==> src/sv/swms_pkg.sv <==
// Package: widths, register codes, command codes and the controller command struct.
package swms_pkg;

	localparam int SAMPLE_BITS = 24;
	localparam int DELAY_DEPTH = 4096;
	localparam int ADDR_W      = $clog2(DELAY_DEPTH);
	localparam int FRAC_W      = 8;
	localparam int POS_W       = ADDR_W + FRAC_W;

	localparam int COEF_W      = 16;
	localparam int GAIN_W      = 16;
	localparam int MIX_W       = 15;
	localparam int DELAY_W     = 20;
	localparam int CFG_W       = 20;
	localparam int CFG_IDX_W   = 2;

	localparam int SIDE_W         = SAMPLE_BITS + 1;
	localparam int LP_IN_SHIFT    = 7;
	localparam int LP_W           = SIDE_W + LP_IN_SHIFT;
	localparam int LP_SHIFT       = 16;
	localparam int LP_ACC_SHIFT   = 17;
	localparam int GAIN_ACC_SHIFT = 10;
	localparam int MID_SHIFT      = 24;
	localparam int OUT_SHIFT      = 25;

	localparam int MA_W   = LP_W + 1;
	localparam int MB_W   = 17;
	localparam int PROD_W = MA_W + MB_W;
	localparam int ACC_W  = SAMPLE_BITS + 30;

	localparam int IN_DATA_W  = ((2 * SAMPLE_BITS + 7) / 8) * 8;
	localparam int OUT_DATA_W = ((2 * SAMPLE_BITS + 7) / 8) * 8;

	localparam logic [COEF_W-1:0]  LOWPASS_COEF_RST = COEF_W'(1274);
	localparam logic [GAIN_W-1:0]  WIDTH_GAIN_RST   = GAIN_W'(24576);
	localparam logic [MIX_W-1:0]   HAAS_MIX_RST     = MIX_W'(9830);
	localparam logic [DELAY_W-1:0] DELAY_AMOUNT_RST = DELAY_W'(61440);

	localparam logic [CFG_IDX_W-1:0] REG_LOWPASS_COEF = 2'd0;
	localparam logic [CFG_IDX_W-1:0] REG_WIDTH_GAIN   = 2'd1;
	localparam logic [CFG_IDX_W-1:0] REG_HAAS_MIX     = 2'd2;
	localparam logic [CFG_IDX_W-1:0] REG_DELAY_AMOUNT = 2'd3;

	localparam logic [1:0] MUL_LP     = 2'd0;
	localparam logic [1:0] MUL_GAIN   = 2'd1;
	localparam logic [1:0] MUL_INTERP = 2'd2;
	localparam logic [1:0] MUL_MIX    = 2'd3;

	localparam logic [1:0] ACC_HOLD = 2'd0;
	localparam logic [1:0] ACC_INIT = 2'd1;
	localparam logic [1:0] ACC_GAIN = 2'd2;
	localparam logic [1:0] ACC_MIX  = 2'd3;

	localparam logic RD_I0 = 1'b0;
	localparam logic RD_I1 = 1'b1;

	typedef struct packed {
		logic              load_in;
		logic              mul_en;
		logic [1:0]        mul_sel;
		logic              lp_upd;
		logic              high_wr;
		logic              rd_en;
		logic              rd_sel;
		logic              s0_cap;
		logic [1:0]        acc_op;
		logic              out_load;
		logic              clr_wr;
		logic [ADDR_W-1:0] clr_addr;
	} cmd_t;

endpackage

==> src/sv/swms_ctrl.sv <==
// Controller: delay-line clear sweep, per-item step sequence and output handshake.
module swms_ctrl (
	input  logic               clk,
	input  logic               arst_n,
	input  logic               s_tvalid,
	output logic               s_tready,
	output logic               m_tvalid,
	input  logic               m_tready,
	output swms_pkg::cmd_t     cmd
);

	localparam logic [3:0] ST_CLEAR = 4'd0;
	localparam logic [3:0] ST_IDLE  = 4'd1;
	localparam logic [3:0] ST_MLP   = 4'd2;
	localparam logic [3:0] ST_LPU   = 4'd3;
	localparam logic [3:0] ST_HIGH  = 4'd4;
	localparam logic [3:0] ST_RD0   = 4'd5;
	localparam logic [3:0] ST_RD1   = 4'd6;
	localparam logic [3:0] ST_MINT  = 4'd7;
	localparam logic [3:0] ST_MMIX  = 4'd8;
	localparam logic [3:0] ST_ACC   = 4'd9;
	localparam logic [3:0] ST_OUT   = 4'd10;

	logic [3:0]                  state_q, state_d;
	logic [swms_pkg::ADDR_W-1:0] clr_q;
	logic                        out_valid_q;
	logic                        out_free;

	assign out_free = !out_valid_q || m_tready;
	assign s_tready = (state_q == ST_IDLE);
	assign m_tvalid = out_valid_q;

	always_comb begin
		state_d      = state_q;
		cmd          = '0;
		cmd.clr_addr = clr_q;
		cmd.acc_op   = swms_pkg::ACC_HOLD;
		cmd.mul_sel  = swms_pkg::MUL_LP;
		cmd.rd_sel   = swms_pkg::RD_I0;
		unique case (state_q)
			ST_CLEAR: begin
				cmd.clr_wr = 1'b1;
				if (clr_q == swms_pkg::ADDR_W'(swms_pkg::DELAY_DEPTH - 1)) begin
					state_d = ST_IDLE;
				end
			end
			ST_IDLE: begin
				if (s_tvalid) begin
					cmd.load_in = 1'b1;
					state_d     = ST_MLP;
				end
			end
			ST_MLP: begin
				cmd.mul_en  = 1'b1;
				cmd.mul_sel = swms_pkg::MUL_LP;
				state_d     = ST_LPU;
			end
			ST_LPU: begin
				cmd.lp_upd = 1'b1;
				state_d    = ST_HIGH;
			end
			ST_HIGH: begin
				cmd.high_wr = 1'b1;
				cmd.acc_op  = swms_pkg::ACC_INIT;
				state_d     = ST_RD0;
			end
			ST_RD0: begin
				cmd.rd_en   = 1'b1;
				cmd.rd_sel  = swms_pkg::RD_I0;
				cmd.mul_en  = 1'b1;
				cmd.mul_sel = swms_pkg::MUL_GAIN;
				state_d     = ST_RD1;
			end
			ST_RD1: begin
				cmd.rd_en  = 1'b1;
				cmd.rd_sel = swms_pkg::RD_I1;
				cmd.s0_cap = 1'b1;
				cmd.acc_op = swms_pkg::ACC_GAIN;
				state_d    = ST_MINT;
			end
			ST_MINT: begin
				cmd.mul_en  = 1'b1;
				cmd.mul_sel = swms_pkg::MUL_INTERP;
				state_d     = ST_MMIX;
			end
			ST_MMIX: begin
				cmd.mul_en  = 1'b1;
				cmd.mul_sel = swms_pkg::MUL_MIX;
				state_d     = ST_ACC;
			end
			ST_ACC: begin
				cmd.acc_op = swms_pkg::ACC_MIX;
				state_d    = ST_OUT;
			end
			ST_OUT: begin
				if (out_free) begin
					cmd.out_load = 1'b1;
					state_d      = ST_IDLE;
				end
			end
			default: begin
				state_d = ST_IDLE;
			end
		endcase
	end

	always_ff @(posedge clk or negedge arst_n) begin
		if (!arst_n) begin
			state_q     <= ST_CLEAR;
			clr_q       <= '0;
			out_valid_q <= 1'b0;
		end else begin
			state_q <= state_d;
			if (cmd.clr_wr) begin
				clr_q <= clr_q + 1'b1;
			end
			if (cmd.out_load) begin
				out_valid_q <= 1'b1;
			end else if (m_tready) begin
				out_valid_q <= 1'b0;
			end
		end
	end

endmodule

==> config.mk <==
export PLATFORM = sky130hd
export DESIGN_NAME = swms_ctrl
export DESIGN_NICKNAME = d
export VERILOG_FILES = /design/src/sv/swms_pkg.sv /design/src/sv/swms_ctrl.sv
export SDC_FILE = /design/constraint.sdc
export NUM_CORES = 1
export LEC_CHECK = 0
export BUFFER_PORTS_ARGS = -buffer_cell sky130_fd_sc_hd__buf_4
export CAP_MARGIN = 30
export CORE_MARGIN = 2
export CORE_UTILIZATION = 30
export DETAILED_ROUTE_END_ITERATION = 12
export PLACE_DENSITY_LB_ADDON = 0.3
export SYNTH_ARGS = -nofsm -noshare
export SYNTH_HDL_FRONTEND = slang
export SYNTH_SLANG_ARGS = --single-unit
==> constraint.sdc <==
create_clock -name clk -period 2.4 [get_ports clk]
set_input_delay 0 -clock clk [delete_from_list [all_inputs] [get_ports clk]]
set_output_delay 0 -clock clk [all_outputs]
set_load 0.02 [all_outputs]
==> results of run 1 <==
[layout by cell type (no fill, tap or decap), types with 2 or more instances in the layout]
cell type	n
buf_4	30
nand4_1	3
dfrtp_1	17
nand3_1	4
clkbuf_4	3
nand2_1	10
inv_1	3
o21ai_0	4
nand2b_1	5
nor4_4	2
a21oi_1	2
nor3_1	5
nor2_1	6
xnor2_1	6
nor4_1	3
xor2_1	6
[worst register-to-register path, cell delays in order (launching register included)]
cell	delay [ps]
dfrtp_1	510
or4_4	710
nor4_1	400
xor2_1	170
[metrics by stage]
step	util [%]	area, µm²	hold slack, ps	cells
floorplan	-	962	-296	99
global route	40.8	1250	87.0	172
finish	40.8	1250	73.2	172
global placement	39.6	1210	-122	167
detailed placement	39.6	1210	-122	167
CTS	40.8	1250	60.8	172
[where the power goes]
part / switching, mW / leakage, nW / total [mW] / internal (mW)
Combinational: 0.404 / 0.363 / 0.725 / 0.322
Sequential: 0.138 / 0.224 / 0.494 / 0.356
Clock: 0.0889 / 0.0177 / 0.151 / 0.0620
[repair_timing]
item,in CTS,in global routing
gates resized for setup,0,0
hold endpoints to repair,17,0
hold buffers,1,0
[registers in the layout (all words and copies together) (netlist names)]
register,flops
clr_q,12
m_tvalid,1
state_q,4
[final timing paths]
| check | from | to | slack [ps] | depth (start not counted) |
|---|---|---|---|---|
| max | state_q[3] | clr_q[9] | 550 | 3 |
| max in group asynchronous | arst_n | state_q[2] | 2110 | 2 |
| max reg2reg | state_q[3] | clr_q[9] | 550 | 3 |
| min reg2reg | clr_q[6] | clr_q[6] | 510 | 1 |
| min | m_tready | m_tvalid | 70 | 3 |
| min in group asynchronous | arst_n | clr_q[6] | 100 | 2 |
[layer usage]
layer	up-vias	track usage (%)	routed length, µm
met5	-	0	0
met2	33	19.0	878
met3	5	2.56	142
met4	0	7.76	57
met1	360	15.5	945
li1	404	-	-
[cells by family (layout without fill, tap and decap cells)]
| family | Yosys count | in the layout | synth area share, % |
|---|---|---|---|
| compound gates | 13 | 13 | 9.23 |
| xor+xnor | 12 | 12 | 10.9 |
| fa+ha+maj | 1 | 1 | 1.30 |
| buf+inv | 10 | 39 | 5.07 |
| flops | 17 | 17 | 44.2 |
| mux | 1 | 1 | 1.17 |
| simple gates | 45 | 45 | 28.1 |
[layout make-up]
| class | instances | area (µm²) | area share, % |
|---|---|---|---|
| timing repair buffer | 31 | 235 | 18.9 |
| sequential | 17 | 425 | 34.1 |
| inverter | 4 | 15.0 | 1.20 |
| tap | 44 | 55.1 | 4.42 |
| clock buffer | 3 | 22.5 | 1.81 |
| clock inverter | 1 | 5.00 | 0.402 |
| multi-input combinational | 72 | 488 | 39.2 |
==> impl_results.md, run 1 <==
* VDD IR-drop max at 0.715 mV
* Crit. End Element: flip-flop
* CTS tree: built
* Area of the die at 3680 µm²
* Fill cells at 312
* EDFF count, synth at 0
* Outcome: finished, final reports clean
* Synth Cell Area at 962 µm²
* CTS Buf Count at 3
* Fmax at 540 MHz
* Worst setup margin at 547 ps
* Post-CTS setup buffer count at 0
* Drt total wl at 2.02 mm
* Setup_tns at 0 ps
* Post-route antenna net violation count at 0
* Avg Cell Area, Syn at 9.72 µm²
* Buffers plus inverters on the worst setup path at 0
* # rows at 20
* Ports at 31
* Clock skew at 7.03 ps
* Worst path arrival time at 2070 ps
* Most frequent cell after synthesis: dfrtp_1
* Slew headroom at 75.4%
* Fin. max-slew vios at 0
* Final nets at 134
* Core box area at 3050 µm²
* Crit-path max cell delay at 700 ps
* Leak pwr at 0.605 nW
* Die Y at 60.6 µm
* Power Total at 1.37 mW
* Pin count of the biggest net entering global routing at 18
* RSZ-0062 raised after global routing: false
* Final hold vios at 0
* Syn nets at 104
* Top cells by area, synth: dfrtp_1 44%, xnor2_1 5.5%, xor2_1 5.5%
* Crit-path cells: or4_4 -> nor4_1 -> xor2_1
* Yosys warning count at 0
* Worst slew pin tran at 369 ps
* DP HPWL at 1.48 mm
* Clk sinks at 17
* Clock H-tree levels at 1
* Residual DRC count at 0
* Clk slew on worst S/H paths at 100 ps
* Cell taking the most area after synthesis: dfrtp_1
* Via-to-Cell Ratio at 4.66
* FF+latch count, synth at 17
* Synth cell count leaders: 17 x dfrtp_1, 10 x nand2_1, 6 x nor2_1, 6 x xnor2_1, 6 x xor2_1
* Share of cells above drive strength 1 at 32.8%
* Critical Path Source Type: flip-flop
* Gr usage total at 12.3%
* Die X at 60.6 µm
* Max FO, Critical Path at 13
* First-pass GRT wire length at 3.35 mm
* 1st-iter DRT viols at 25
* Clk_lat worst skew at 290 ps
* Grt ovf at 0
* Post-synthesis sequential area ratio at 44.2%
* Async SR Flop Fraction at 100%
* CP max stage cell: or4_4
* Max Cap Violations at 0
* Clk root buf: clkbuf_4
* Crit Path Class: reg2reg
* Routed length per instance at 11.8 µm
* CP Data Required Time at 2620 ps
* N_diodes at 0
* DR vias at 802
* Period minus WS final at 1850 ps
* Gpl congestion at 0.751
* PwrDens at 1100 nW/µm²
* Vias in the first global route at 786
* Setup violators final at 0
* Initial antenna violation count at 0
* Distinct cells, synth at 34
* Drt pass-1 iters at 4
* Dominant synthesized flop cell: dfrtp_1
* Min-Delay Path Class: in2reg
* Top delay family on crit path: simple AND/OR/NAND/NOR gates
* Clk buf depth at 2
* Final period util at 77.2%
* Share of the synthesized area in the top cell type at 44.2%
* IO buf count at 30
* Starting Density at 31.5%
* Mapped Cells at 99
* Layout area overhead at 29.5%
* Dpl ws at 581 ps
No activity file was read; power rests on OpenSTA's default activity.
==> inputs of run 2 (changes only) <==
==> constraint.sdc (replaced) <==
create_clock -name clk -period 1.61 [get_ports clk]
set_input_delay 0 -clock clk [delete_from_list [all_inputs] [get_ports clk]]
set_output_delay 0 -clock clk [all_outputs]
set_load 0.02 [all_outputs]
==> run 2 against run 1 <==
  * The flow now finishes with violations (negative setup slack)
  * Combinational power increased by 140%
  * Sequential share of layout area is 6.0 points lower
  * Clock skew is 2.3 ps lower
  * Critical path depth is the same
  * Die area stayed put
  * First-iteration DRC count rose by 36%
  * Critical path type unchanged
  * Critical endpoint unchanged
==> impl_results.md, run 2 (synthesis results as in run 1) <==
* Outcome: complete, but fails checks
* Violated checks: negative setup slack
* First-pass GRT wire length at 3.62 mm
* Commonest non-fill, non-tap cell in the layout: buf_4
* Slew headroom at 67.5%
* Grt ovf at 0
* Gr usage total at 13.0%
* Biggest register: clr_q
* Fmax at 616 MHz
* RSZ-0062 raised after global routing: true
* # rows at 20
* Worst path arrival time at 1840 ps
* Via-to-Cell Ratio at 4.82
* Clk sinks at 17
* Design Area, Final at 1510 µm²
* 1st-iter DRT viols at 34
* Vias in the first global route at 797
* Die X at 60.6 µm
* CP max stage cell: or4_4
* CTS tree: built
* DP HPWL at 1.55 mm
* IO buf count at 30
* Area of the die at 3680 µm²
* Critical Path Source Type: flip-flop
* Leak pwr at 0.748 nW
* Period minus WS final at 1620 ps
* Fin. max-slew vios at 0
* Max FO, Critical Path at 6
* R2R setup slack at -10 ps
* DP Area at 1270 µm²
* Drt pass-1 iters at 3
* Drt total wl at 2.46 mm
* Hold WS at 94.4 ps
* Final nets at 156
* Pin count of the biggest net entering global routing at 18
* CTS Buf Count at 3
* Gpl congestion at 0.721
* Starting Density at 31.5%
* Crit-path max cell delay at 620 ps
* Max FFs per register at 12
* Core box area at 3050 µm²
* Clk_lat worst skew at 280 ps
* Worst setup path startpoint: state_q[2]
* Path depth of the worst reg2reg path at 3
* Layout area overhead at 57.3%
* Clk slew on worst S/H paths at 100 ps
* Setup violators final at 2
* PwrDens at 1730 nW/µm²
* Crit Path Class: reg2reg
* Crit Reg-Reg Endpoint: clr_q[9]
* Hold path start: m_tready
* Die Y at 60.6 µm
* Worst slew pin tran at 486 ps
* Reg-to-Reg Start: state_q[2]
* Worst setup margin at -14.0 ps
* Clk root buf: clkbuf_4
* Final period util at 101%
* Clock skew at 4.75 ps
* VDD IR-drop max at 0.949 mV
* CP endpoint: clr_q[9]
* Clk buf depth at 2
* Clock H-tree levels at 1
* Max Cap Violations at 0
* N_diodes at 0
* DP Cell Count at 175
* Post-route insts no fill at 194
* Crit. End Element: flip-flop
* Crit-path cells: or4_4 -> nor4_2 -> xor2_1
* CP Data Required Time at 1820 ps
* Initial antenna violation count at 0
* Routed length per instance at 12.7 µm
* Final hold vios at 0
* Residual DRC count at 0
* Dpl ws at -42.2 ps
* Most frequent cells in the layout: 47 x buf_4, 17 x dfrtp_1, 10 x nand2_1
* Share of cells above drive strength 1 at 48.7%
* Min-Delay Path Class: in2reg
* Ports at 31
* Post-route antenna net violation count at 0
* DR vias at 936
-- run 2: cell count changes in the layout (fill, tap and decap cells not counted), moves of 3 or more --
cell and delta:
nand2b_4 +4, buf_6 +3, nor3_1 -3, nand2b_1 -4, buf_4 +17, nor3_2 +3
-- run 2: routing by layer --
metal  up-vias  wire (µm)  GRT usage [%]
met5         -          0              0
met4         0         44           5.59
met3         4        130           2.56
met2        28       1240           20.9
met1       454       1040           17.1
li1        450          -              -
-- run 2: cell type report --
cell class	count	area [µm²]
clock buffers	4	26.3
fillers	315	1540
inverters	4	17.5
multi-input cells	73	573
flip-flops and latches	17	425
well taps	44	55.1
repair buffers	52	417
-- run 2: worst min-delay path by stage --
stage / endpoint / depth (start not counted)
final: m_tvalid / 3
after global routing: clr_q[9] / 2
after CTS: m_tvalid / 3
after detailed placement: clr_q[8] / 1
after global placement: clr_q[8] / 1
after floorplan: clr_q[0] / 0
-- run 2: what timing repair did --
item	CTS	global route
endpoints found under the setup margin	7	12
resized for setup	4	16
endpoints found under the hold margin	17	0
pin swaps	1	7
setup buffers	0	13
hold buffers	1	0
cloned	0	1
-- run 2: worst max-delay path: cells and delay by family (launching register included) --
| kind | cells | cell delay, ps |
|---|---|---|
| and+or+nand+nor | 2 | 940 |
| DFF | 1 | 430 |
| xor gates and xnor gates | 1 | 180 |
-- run 2: stage by stage --
step                setup TNS (ps)  util, %  total power [mW]
global route                  -270     49.6              2.80
finish                       -18.3     49.6              2.62
detailed placement           -70.9     41.6              1.96
global placement                 0     41.6              1.94
CTS                          -93.1     43.5              2.22
floorplan                        0        -              1.46
-- run 2: power by group --
part | internal [mW] | switching (mW) | total (mW) | leakage [nW]
registers | 0.533 | 0.104 | 0.637 | 0.224
clock network | 0.0962 | 0.131 | 0.227 | 0.0150
logic | 0.875 | 0.881 | 1.76 | 0.509
